==> config.mk <==
export PLATFORM = sky130hd
export DESIGN_NAME = integer_to_roman_numeral_core
export DESIGN_NICKNAME = d
export VERILOG_FILES = /design/src/hw/rtl/i2r_pkg.sv /design/src/hw/rtl/i2r_front.sv /design/src/hw/rtl/i2r_queue.sv /design/src/hw/rtl/i2r_back.sv /design/src/hw/rtl/integer_to_roman_numeral_core.sv
export SDC_FILE = /design/constraint.sdc
export NUM_CORES = 1
export LEC_CHECK = 0
export BUFFER_PORTS_ARGS = -buffer_cell sky130_fd_sc_hd__buf_2
export CAP_MARGIN = 20
export CORE_MARGIN = 8
export CORE_UTILIZATION = 50
export CTS_BUF_LIST = sky130_fd_sc_hd__clkbuf_16
export DETAILED_ROUTE_END_ITERATION = 8
export GPL_ROUTABILITY_DRIVEN = 0
export PLACE_DENSITY = 0.69
export SLEW_MARGIN = 20
export SYNTH_ARGS = -nofsm -noshare
export SYNTH_HDL_FRONTEND = slang
export SYNTH_SLANG_ARGS = --single-unit
==> constraint.sdc <==
create_clock -name clk -period 8.8 [get_ports clk]
set_input_delay 0.88 -clock clk [delete_from_list [all_inputs] [get_ports clk]]
set_output_delay 0.88 -clock clk [all_outputs]
set_load 0.01 [all_outputs]
==> src/hw/rtl/i2r_pkg.sv <==
package i2r_pkg;

  localparam int unsigned DIGITS = 4;

  localparam logic [6:0] CH_NONE = 7'h00;
  localparam logic [6:0] CH_I    = 7'h49;
  localparam logic [6:0] CH_V    = 7'h56;
  localparam logic [6:0] CH_X    = 7'h58;
  localparam logic [6:0] CH_L    = 7'h4C;
  localparam logic [6:0] CH_C    = 7'h43;
  localparam logic [6:0] CH_D    = 7'h44;
  localparam logic [6:0] CH_M    = 7'h4D;

  localparam logic [11:0] TOP_VALID = 12'd3999;

  // Digit slot 0 holds thousands, slot 3 holds ones.
  typedef struct packed {
    logic                   err;
    logic [DIGITS-1:0][3:0] d;
  } entry_t;

  typedef struct packed {
    logic       found;
    logic [1:0] pos;
  } nz_t;

  typedef enum logic {
    ST_IDLE,
    ST_RUN
  } state_t;

  localparam logic [DIGITS-1:0][6:0] ONE_CH  = {CH_I, CH_X, CH_C, CH_M};
  localparam logic [DIGITS-1:0][6:0] FIVE_CH = {CH_V, CH_L, CH_D, CH_NONE};
  localparam logic [DIGITS-1:0][6:0] TEN_CH  = {CH_X, CH_C, CH_M, CH_NONE};

  function automatic logic [2:0] digit_len(input logic [3:0] d);
    logic [2:0] n;
    unique case (d)
      4'd0:    n = 3'd0;
      4'd1:    n = 3'd1;
      4'd2:    n = 3'd2;
      4'd3:    n = 3'd3;
      4'd4:    n = 3'd2;
      4'd5:    n = 3'd1;
      4'd6:    n = 3'd2;
      4'd7:    n = 3'd3;
      4'd8:    n = 3'd4;
      4'd9:    n = 3'd2;
      default: n = 3'd0;
    endcase
    return n;
  endfunction

  function automatic logic [6:0] letter_of(input logic [1:0] pos, input logic [3:0] d,
                                           input logic [1:0] step);
    logic [6:0] ch;
    priority if (d == 4'd9) begin
      ch = (step == 2'd0) ? ONE_CH[pos] : TEN_CH[pos];
    end else if (d == 4'd4) begin
      ch = (step == 2'd0) ? ONE_CH[pos] : FIVE_CH[pos];
    end else if (d >= 4'd5 && step == 2'd0) begin
      ch = FIVE_CH[pos];
    end else begin
      ch = ONE_CH[pos];
    end
    return ch;
  endfunction

  // First nonzero digit at or after slot start; start may be one past the end.
  function automatic nz_t find_nz(input logic [DIGITS-1:0][3:0] d, input logic [2:0] start);
    nz_t r;
    r = '0;
    for (int i = 0; i < DIGITS; i++) begin
      if (!r.found && 3'(i) >= start && d[i] != 4'd0) begin
        r.found = 1'b1;
        r.pos   = 2'(i);
      end
    end
    return r;
  endfunction

endpackage

==> src/hw/rtl/i2r_front.sv <==
module i2r_front (
  input  logic            clk,
  input  logic            rst,
  input  logic            s_tvalid,
  output logic            s_tready,
  input  logic [15:0]     s_tdata,
  output logic            push,
  output i2r_pkg::entry_t push_entry,
  input  logic            q_full
);
  import i2r_pkg::*;

  logic        a_valid;
  logic        a_err;
  logic [1:0]  a_th;
  logic [9:0]  a_rem;

  logic [11:0] v;
  logic        v_err;
  logic [1:0]  th;
  logic [11:0] th_sub;
  logic [3:0]  h;
  logic [9:0]  h_sub;
  logic [6:0]  r2;
  logic [14:0] tens_prod;
  logic [3:0]  tens;
  logic [3:0]  ones;

  assign v        = s_tdata[11:0];
  assign push     = a_valid && !q_full;
  assign s_tready = !a_valid || !q_full;

  // Stage A: range check and thousands digit.
  always_comb begin
    v_err = (v == 12'd0) || (v > TOP_VALID);
    priority if (v >= 12'd3000) begin
      th = 2'd3;
    end else if (v >= 12'd2000) begin
      th = 2'd2;
    end else if (v >= 12'd1000) begin
      th = 2'd1;
    end else begin
      th = 2'd0;
    end
    unique case (th)
      2'd0:    th_sub = 12'd0;
      2'd1:    th_sub = 12'd1000;
      2'd2:    th_sub = 12'd2000;
      2'd3:    th_sub = 12'd3000;
      default: th_sub = 12'd0;
    endcase
  end

  always_ff @(posedge clk) begin
    if (rst) begin
      a_valid <= 1'b0;
    end else if (s_tvalid && s_tready) begin
      a_valid <= 1'b1;
    end else if (push) begin
      a_valid <= 1'b0;
    end
  end

  always_ff @(posedge clk) begin
    if (s_tvalid && s_tready) begin
      a_err <= v_err;
      a_th  <= th;
      a_rem <= 10'(v - th_sub);
    end
  end

  // Stage B: hundreds by compare, then tens and ones of the rest.
  always_comb begin
    priority if (a_rem >= 10'd900) begin
      h = 4'd9;
    end else if (a_rem >= 10'd800) begin
      h = 4'd8;
    end else if (a_rem >= 10'd700) begin
      h = 4'd7;
    end else if (a_rem >= 10'd600) begin
      h = 4'd6;
    end else if (a_rem >= 10'd500) begin
      h = 4'd5;
    end else if (a_rem >= 10'd400) begin
      h = 4'd4;
    end else if (a_rem >= 10'd300) begin
      h = 4'd3;
    end else if (a_rem >= 10'd200) begin
      h = 4'd2;
    end else if (a_rem >= 10'd100) begin
      h = 4'd1;
    end else begin
      h = 4'd0;
    end
    h_sub     = 10'({6'd0, h} * 10'd100);
    r2        = 7'(a_rem - h_sub);
    // x * 205 >> 11 equals x / 10 for every x below 100.
    tens_prod = {8'd0, r2} * 15'd205;
    tens      = tens_prod[14:11];
    ones      = 4'(r2 - 7'({3'd0, tens} * 7'd10));
  end

  always_comb begin
    push_entry.err  = a_err;
    push_entry.d[0] = {2'd0, a_th};
    push_entry.d[1] = h;
    push_entry.d[2] = tens;
    push_entry.d[3] = ones;
  end

endmodule

==> src/hw/rtl/i2r_queue.sv <==
module i2r_queue #(
  parameter int unsigned DEPTH = 2
) (
  input  logic            clk,
  input  logic            rst,
  input  logic            push,
  input  i2r_pkg::entry_t push_entry,
  output logic            full,
  output logic            valid,
  output i2r_pkg::entry_t head,
  input  logic            pop
);
  import i2r_pkg::*;

  localparam int unsigned AW = (DEPTH > 1) ? $clog2(DEPTH) : 1;
  localparam int unsigned CW = $clog2(DEPTH + 1);

  entry_t          mem [DEPTH];
  logic [AW-1:0]   wp;
  logic [AW-1:0]   rp;
  logic [CW-1:0]   count;

  assign full  = (count == CW'(DEPTH));
  assign valid = (count != '0);
  assign head  = mem[rp];

  always_ff @(posedge clk) begin
    if (push) begin
      mem[wp] <= push_entry;
    end
  end

  always_ff @(posedge clk) begin
    if (rst) begin
      wp    <= '0;
      rp    <= '0;
      count <= '0;
    end else begin
      if (push) begin
        wp <= (wp == AW'(DEPTH - 1)) ? '0 : wp + 1'b1;
      end
      if (pop) begin
        rp <= (rp == AW'(DEPTH - 1)) ? '0 : rp + 1'b1;
      end
      if (push && !pop) begin
        count <= count + 1'b1;
      end else if (pop && !push) begin
        count <= count - 1'b1;
      end
    end
  end

endmodule

==> src/hw/rtl/i2r_back.sv <==
module i2r_back (
  input  logic            clk,
  input  logic            rst,
  input  logic            q_valid,
  input  i2r_pkg::entry_t q_head,
  output logic            pop,
  output logic            m_tvalid,
  input  logic            m_tready,
  output logic [7:0]      m_tdata,
  output logic            m_tlast,
  output logic            m_tuser
);
  import i2r_pkg::*;

  state_t     state;
  state_t     state_next;
  entry_t     cur;
  logic [1:0] pos;
  logic [1:0] pos_next;
  logic [1:0] step;
  logic [1:0] step_next;
  logic       take_head;

  entry_t     src;
  nz_t        first;
  nz_t        nxt;
  logic [1:0] pos_sel;
  logic [1:0] step_sel;
  logic [3:0] dig;
  logic       end_digit;
  logic       out_free;
  logic       emit;
  logic [6:0] ch;
  logic       is_last;
  logic       is_err;

  assign out_free = !m_tvalid || m_tready;

  always_comb begin
    src       = (state == ST_IDLE) ? q_head : cur;
    first     = find_nz(src.d, 3'd0);
    pos_sel   = (state == ST_IDLE) ? first.pos : pos;
    step_sel  = (state == ST_IDLE) ? 2'd0 : step;
    dig       = src.d[pos_sel];
    end_digit = ({1'b0, step_sel} + 3'd1) == digit_len(dig);
    nxt       = find_nz(src.d, {1'b0, pos_sel} + 3'd1);
    is_err    = (state == ST_IDLE) && q_head.err;
    ch        = is_err ? CH_NONE : letter_of(pos_sel, dig, step_sel);
    is_last   = is_err || (end_digit && !nxt.found);
  end

  always_comb begin
    state_next = state;
    pos_next   = pos;
    step_next  = step;
    pop        = 1'b0;
    emit       = 1'b0;
    take_head  = 1'b0;
    unique case (state)
      ST_IDLE: begin
        if (q_valid && out_free) begin
          pop  = 1'b1;
          emit = 1'b1;
          if (!is_last) begin
            take_head  = 1'b1;
            state_next = ST_RUN;
          end
        end
      end
      ST_RUN: begin
        if (out_free) begin
          emit = 1'b1;
          if (is_last) begin
            state_next = ST_IDLE;
          end
        end
      end
      default: state_next = ST_IDLE;
    endcase
    if (emit && !is_last) begin
      if (end_digit) begin
        pos_next  = nxt.pos;
        step_next = 2'd0;
      end else begin
        pos_next  = pos_sel;
        step_next = step_sel + 2'd1;
      end
    end
  end

  always_ff @(posedge clk) begin
    if (rst) begin
      state    <= ST_IDLE;
      m_tvalid <= 1'b0;
    end else begin
      state <= state_next;
      if (emit) begin
        m_tvalid <= 1'b1;
      end else if (m_tready) begin
        m_tvalid <= 1'b0;
      end
    end
  end

  always_ff @(posedge clk) begin
    pos  <= pos_next;
    step <= step_next;
    if (take_head) begin
      cur <= q_head;
    end
    if (emit) begin
      m_tdata <= {1'b0, ch};
      m_tlast <= is_last;
      m_tuser <= is_err;
    end
  end

endmodule

==> src/hw/rtl/integer_to_roman_numeral_core.sv <==
// Channel   Dir  tdata                     tlast           tuser
// s_*       in   [11:0] value, [15:12] 0   -               -
// m_*       out  [6:0] char_code, [7] 0    last letter     error
//
// In the front an item gets its thousands digit, then hundreds/tens/ones, and
// waits in a small queue; the back sequencer then sends one letter per cycle
// while the result side accepts. An item has 1 to 15 letters, and items
// follow each other with no gap; the letter sequencer sets the rate.
// Reset is synchronous and clears valid flags, queue pointers and the
// sequencer state. A stall on the result side fills the queue and then
// drops s_tready; the front and back stall independently.
module integer_to_roman_numeral_core #(
  parameter int unsigned QUEUE_DEPTH = 2
) (
  input  logic       clk,
  input  logic       rst,
  input  logic       s_tvalid,
  output logic       s_tready,
  input  logic [15:0] s_tdata,  // [11:0] value
  output logic       m_tvalid,
  input  logic       m_tready,
  output logic [7:0] m_tdata,   // [6:0] char_code
  output logic       m_tlast,
  output logic       m_tuser    // [0] error
);
  import i2r_pkg::*;

  logic   push;
  entry_t push_entry;
  logic   q_full;
  logic   q_valid;
  entry_t q_head;
  logic   pop;

  i2r_front u_front (
    .clk        (clk),
    .rst        (rst),
    .s_tvalid   (s_tvalid),
    .s_tready   (s_tready),
    .s_tdata    (s_tdata),
    .push       (push),
    .push_entry (push_entry),
    .q_full     (q_full)
  );

  i2r_queue #(
    .DEPTH (QUEUE_DEPTH)
  ) u_queue (
    .clk        (clk),
    .rst        (rst),
    .push       (push),
    .push_entry (push_entry),
    .full       (q_full),
    .valid      (q_valid),
    .head       (q_head),
    .pop        (pop)
  );

  i2r_back u_back (
    .clk      (clk),
    .rst      (rst),
    .q_valid  (q_valid),
    .q_head   (q_head),
    .pop      (pop),
    .m_tvalid (m_tvalid),
    .m_tready (m_tready),
    .m_tdata  (m_tdata),
    .m_tlast  (m_tlast),
    .m_tuser  (m_tuser)
  );

endmodule

==> flow_summary_export.csv <==
group,metric,value,unit
run_status,status,"finished, final reports clean",
synthesis,synth_ff_type,"edfxtp_1",
floorplanning,die_w,122,µm
floorplanning,start_util,51.4,%
worst_setup_path,cp-end-kind,"flip-flop",
detailed_routing,vias,3773,
cts,cts_buffer_depth,2,
floorplanning,ios,32,
synthesis,netlist_area,5590,µm²
cts,post_cts_resized,0,
detailed_routing,wire_per_inst,15.4,µm
cells_and_area,nets,601,
floorplanning,fp.coreArea,10900,µm²
synthesis,ys_ff_latch,77,
synthesis,yosysTopAreaCellShare,37.1,%
synthesis,synthDistinctLibCells,80,
timing,hold_viol,0,
floorplanning,design.die.area,14800,µm²
worst_setup_path,slowest_stage,"edfxtp_1",
worst_setup_path,worst_path_most_repeated_cell,"xnor2_1",
synthesis,syn-mean-instance-area,11.3,µm²
cts,cts_max_level,3,
worst_setup_path,crit_required,8860,ps
detailed_routing,drtAntennaViolNets,0,
detailed_routing,post-route-drc-count,0,
timing,fin_skew,8.79,ps
global_routing,grt_pass1_wl,17.0,mm
worst_setup_path,critPathTopFamily,"adder cells",
global_routing,grt_max_degree,26,
worst_setup_path,start_kind,"flip-flop",
timing,min_period_over_period,87.1,%
detailed_routing,firstDrtPassIters,4,
synthesis,ys_warn_count,0,
synthesis,yosysMostFrequentCell,"edfxtp_1",
cts,clkSinkCount,77,
placed_design,hpwl,7.84,mm
global_routing,grt_use_total,14.0,%
synthesis,syn_inst,493,
timing,tightest_slew,828,ps
global_routing,grt_pass1_vias,3685,
synthesis,yosys.area.top_type,"edfxtp_1",
detailed_routing,routed_wl,10.2,mm
timing,slew_headroom,44.7,%
cts,clock-root-buffer,"clkbuf_16",
worst_setup_path,criticalPathCategory,"reg -> reg",
synthesis,synth_seq_area_share,39.9,%
timing,slew_viol_final,0,
synthesis,async_reset_ff_share,0,%
detailed_routing,drtIter0Drc,268,
floorplanning,die_h,122,µm
timing,setup_viol,0,
timing,finalCriticalPeriod,7660,ps
worst_setup_path,critPathMaxFanout,10,
worst_setup_path,path_buf_inv,3,
worst_setup_path,worstPathArrival,7720,ps
timing,rsz0062_at_grt,"no",
global_routing,grt_antenna_before_repair,0,
worst_setup_path,cpPeakStageDelay,550,ps
synthesis,ys_top_cells_by_count,"edfxtp_1, ha_1, inv_1",
global_routing,grt.overflow.total,0,
cts,holdBufCountCts,0,
cells_and_area,diodes,0,
synthesis,ys_top_cells_by_area,"edfxtp_1, ha_1, fa_1, inv_1, dfxtp_1",
job,cap_violations,0,
cells_and_area,synthToLayoutAreaGrowth,9.08,%
cts,post_cts_buffers,0,
cts,cts_tree,"done",
detailed_routing,vias_per_cell,5.73,
cts,worstSkewPairLatency,330,ps
synthesis,synth-edff-count,69,
cells_and_area,drive_gt1_share,17.5,%
hold_path,hold_class,"reg -> reg",
cts,cts.reportedPaths.clkPinSlew,60,ps
floorplanning,row_count,38,
placed_design,port_buffers,25,
timing,fmax,130,MHz
timing,final.setup.tns,0,ps
cts,cts-buffers-inserted,9,
-- final cells by class --
class,instances,area (µm²)
multi-input combinational,345,3050
tap,140,175
clock inverter,7,75.1
fill,934,4790
inverter,54,203
clock buffer,9,225
timing repair buffer,27,140
sequential,77,2230
-- cell families (layout without fill, tap and decap cells) --
logic type / count (synthesis) / in the layout / share of synthesized area, %
DFF: 77 / 77 / 39.9
xor gates and xnor gates: 24 / 24 / 4.14
and+or+nand+nor: 108 / 108 / 10.9
AOI/OAI and AO/OA: 113 / 113 / 15.6
buffers and inverters: 72 / 97 / 5.66
other: 1 / 2 / 0.0671
adders and majority gates: 67 / 67 / 16.5
muxes: 31 / 31 / 7.27
-- sequential cells by signal, summed over array words and instances, names as in the netlist, 2 cells and up, named ones only --
register        cells
u_front.a_th        2
u_back.cur         14
u_back.m_tdata      6
u_back.pos          2
u_front.a_rem      10
u_queue.mem        30
u_queue.count       2
u_back.step         2
-- worst paths after layout --
kind | startpoint | endpoint | slack, ps | cells after the start
max | u_front.a_rem[6] | u_queue.mem[0][13] | 1140 | 32
min | u_front.a_th[0] | u_queue.mem[0][0] | 450 | 0
max reg2reg | u_front.a_rem[6] | u_queue.mem[0][13] | 1140 | 32
min reg2reg | u_front.a_th[0] | u_queue.mem[0][0] | 450 | 0
-- routing by layer --
layer | vias to the layer above | wire length, µm | global-route usage, %
met3 | 17 | 390 | 2.96
met2 | 97 | 5140 | 24.8
met4 | 0 | 175 | 5.40
met5 | - | 0 | 0
met1 | 1810 | 4450 | 16.3
li1 | 1849 | - | -
-- placed cells by master, fill, tap and decap left out, drive strengths merged, types with 6 or more instances in the layout --
| cell | instances |
|---|---|
| edfxtp | 69 |
| inv | 57 |
| ha | 56 |
| nor2 | 32 |
| buf | 27 |
| nand2 | 20 |
| a21oi | 18 |
| o21ai | 17 |
| mux2 | 16 |
| a21o | 15 |
| mux2i | 15 |
| xnor2 | 12 |
| nor3 | 12 |
| xor2 | 11 |
| fa | 11 |
| clkbuf | 9 |
| dfxtp | 8 |
| o31ai | 8 |
| nand3 | 7 |
| nor2b | 6 |
| o21a | 6 |
-- stage by stage --
| stage | instances | cell area [µm²] | hold WS [ps] | util (%) | setup WS (ps) |
|---|---|---|---|---|---|
| 3_5_place_dp | 643 | 5800 | 439 | 53.2 | 1210 |
| 3_3_place_gp | 643 | 5800 | 426 | 53.2 | 1360 |
| 6_report | 659 | 6100 | 454 | 56.0 | 1140 |
| 5_1_grt | 659 | 6100 | 465 | 56.0 | 607 |
| 4_1_cts | 659 | 6100 | 448 | 56.0 | 1120 |
| 2_1_floorplan | 494 | 5600 | 421 | - | 1770 |
Power is not shown: default switching activity piles up to over one toggle a cycle in this logic, so the estimate is an artifact.
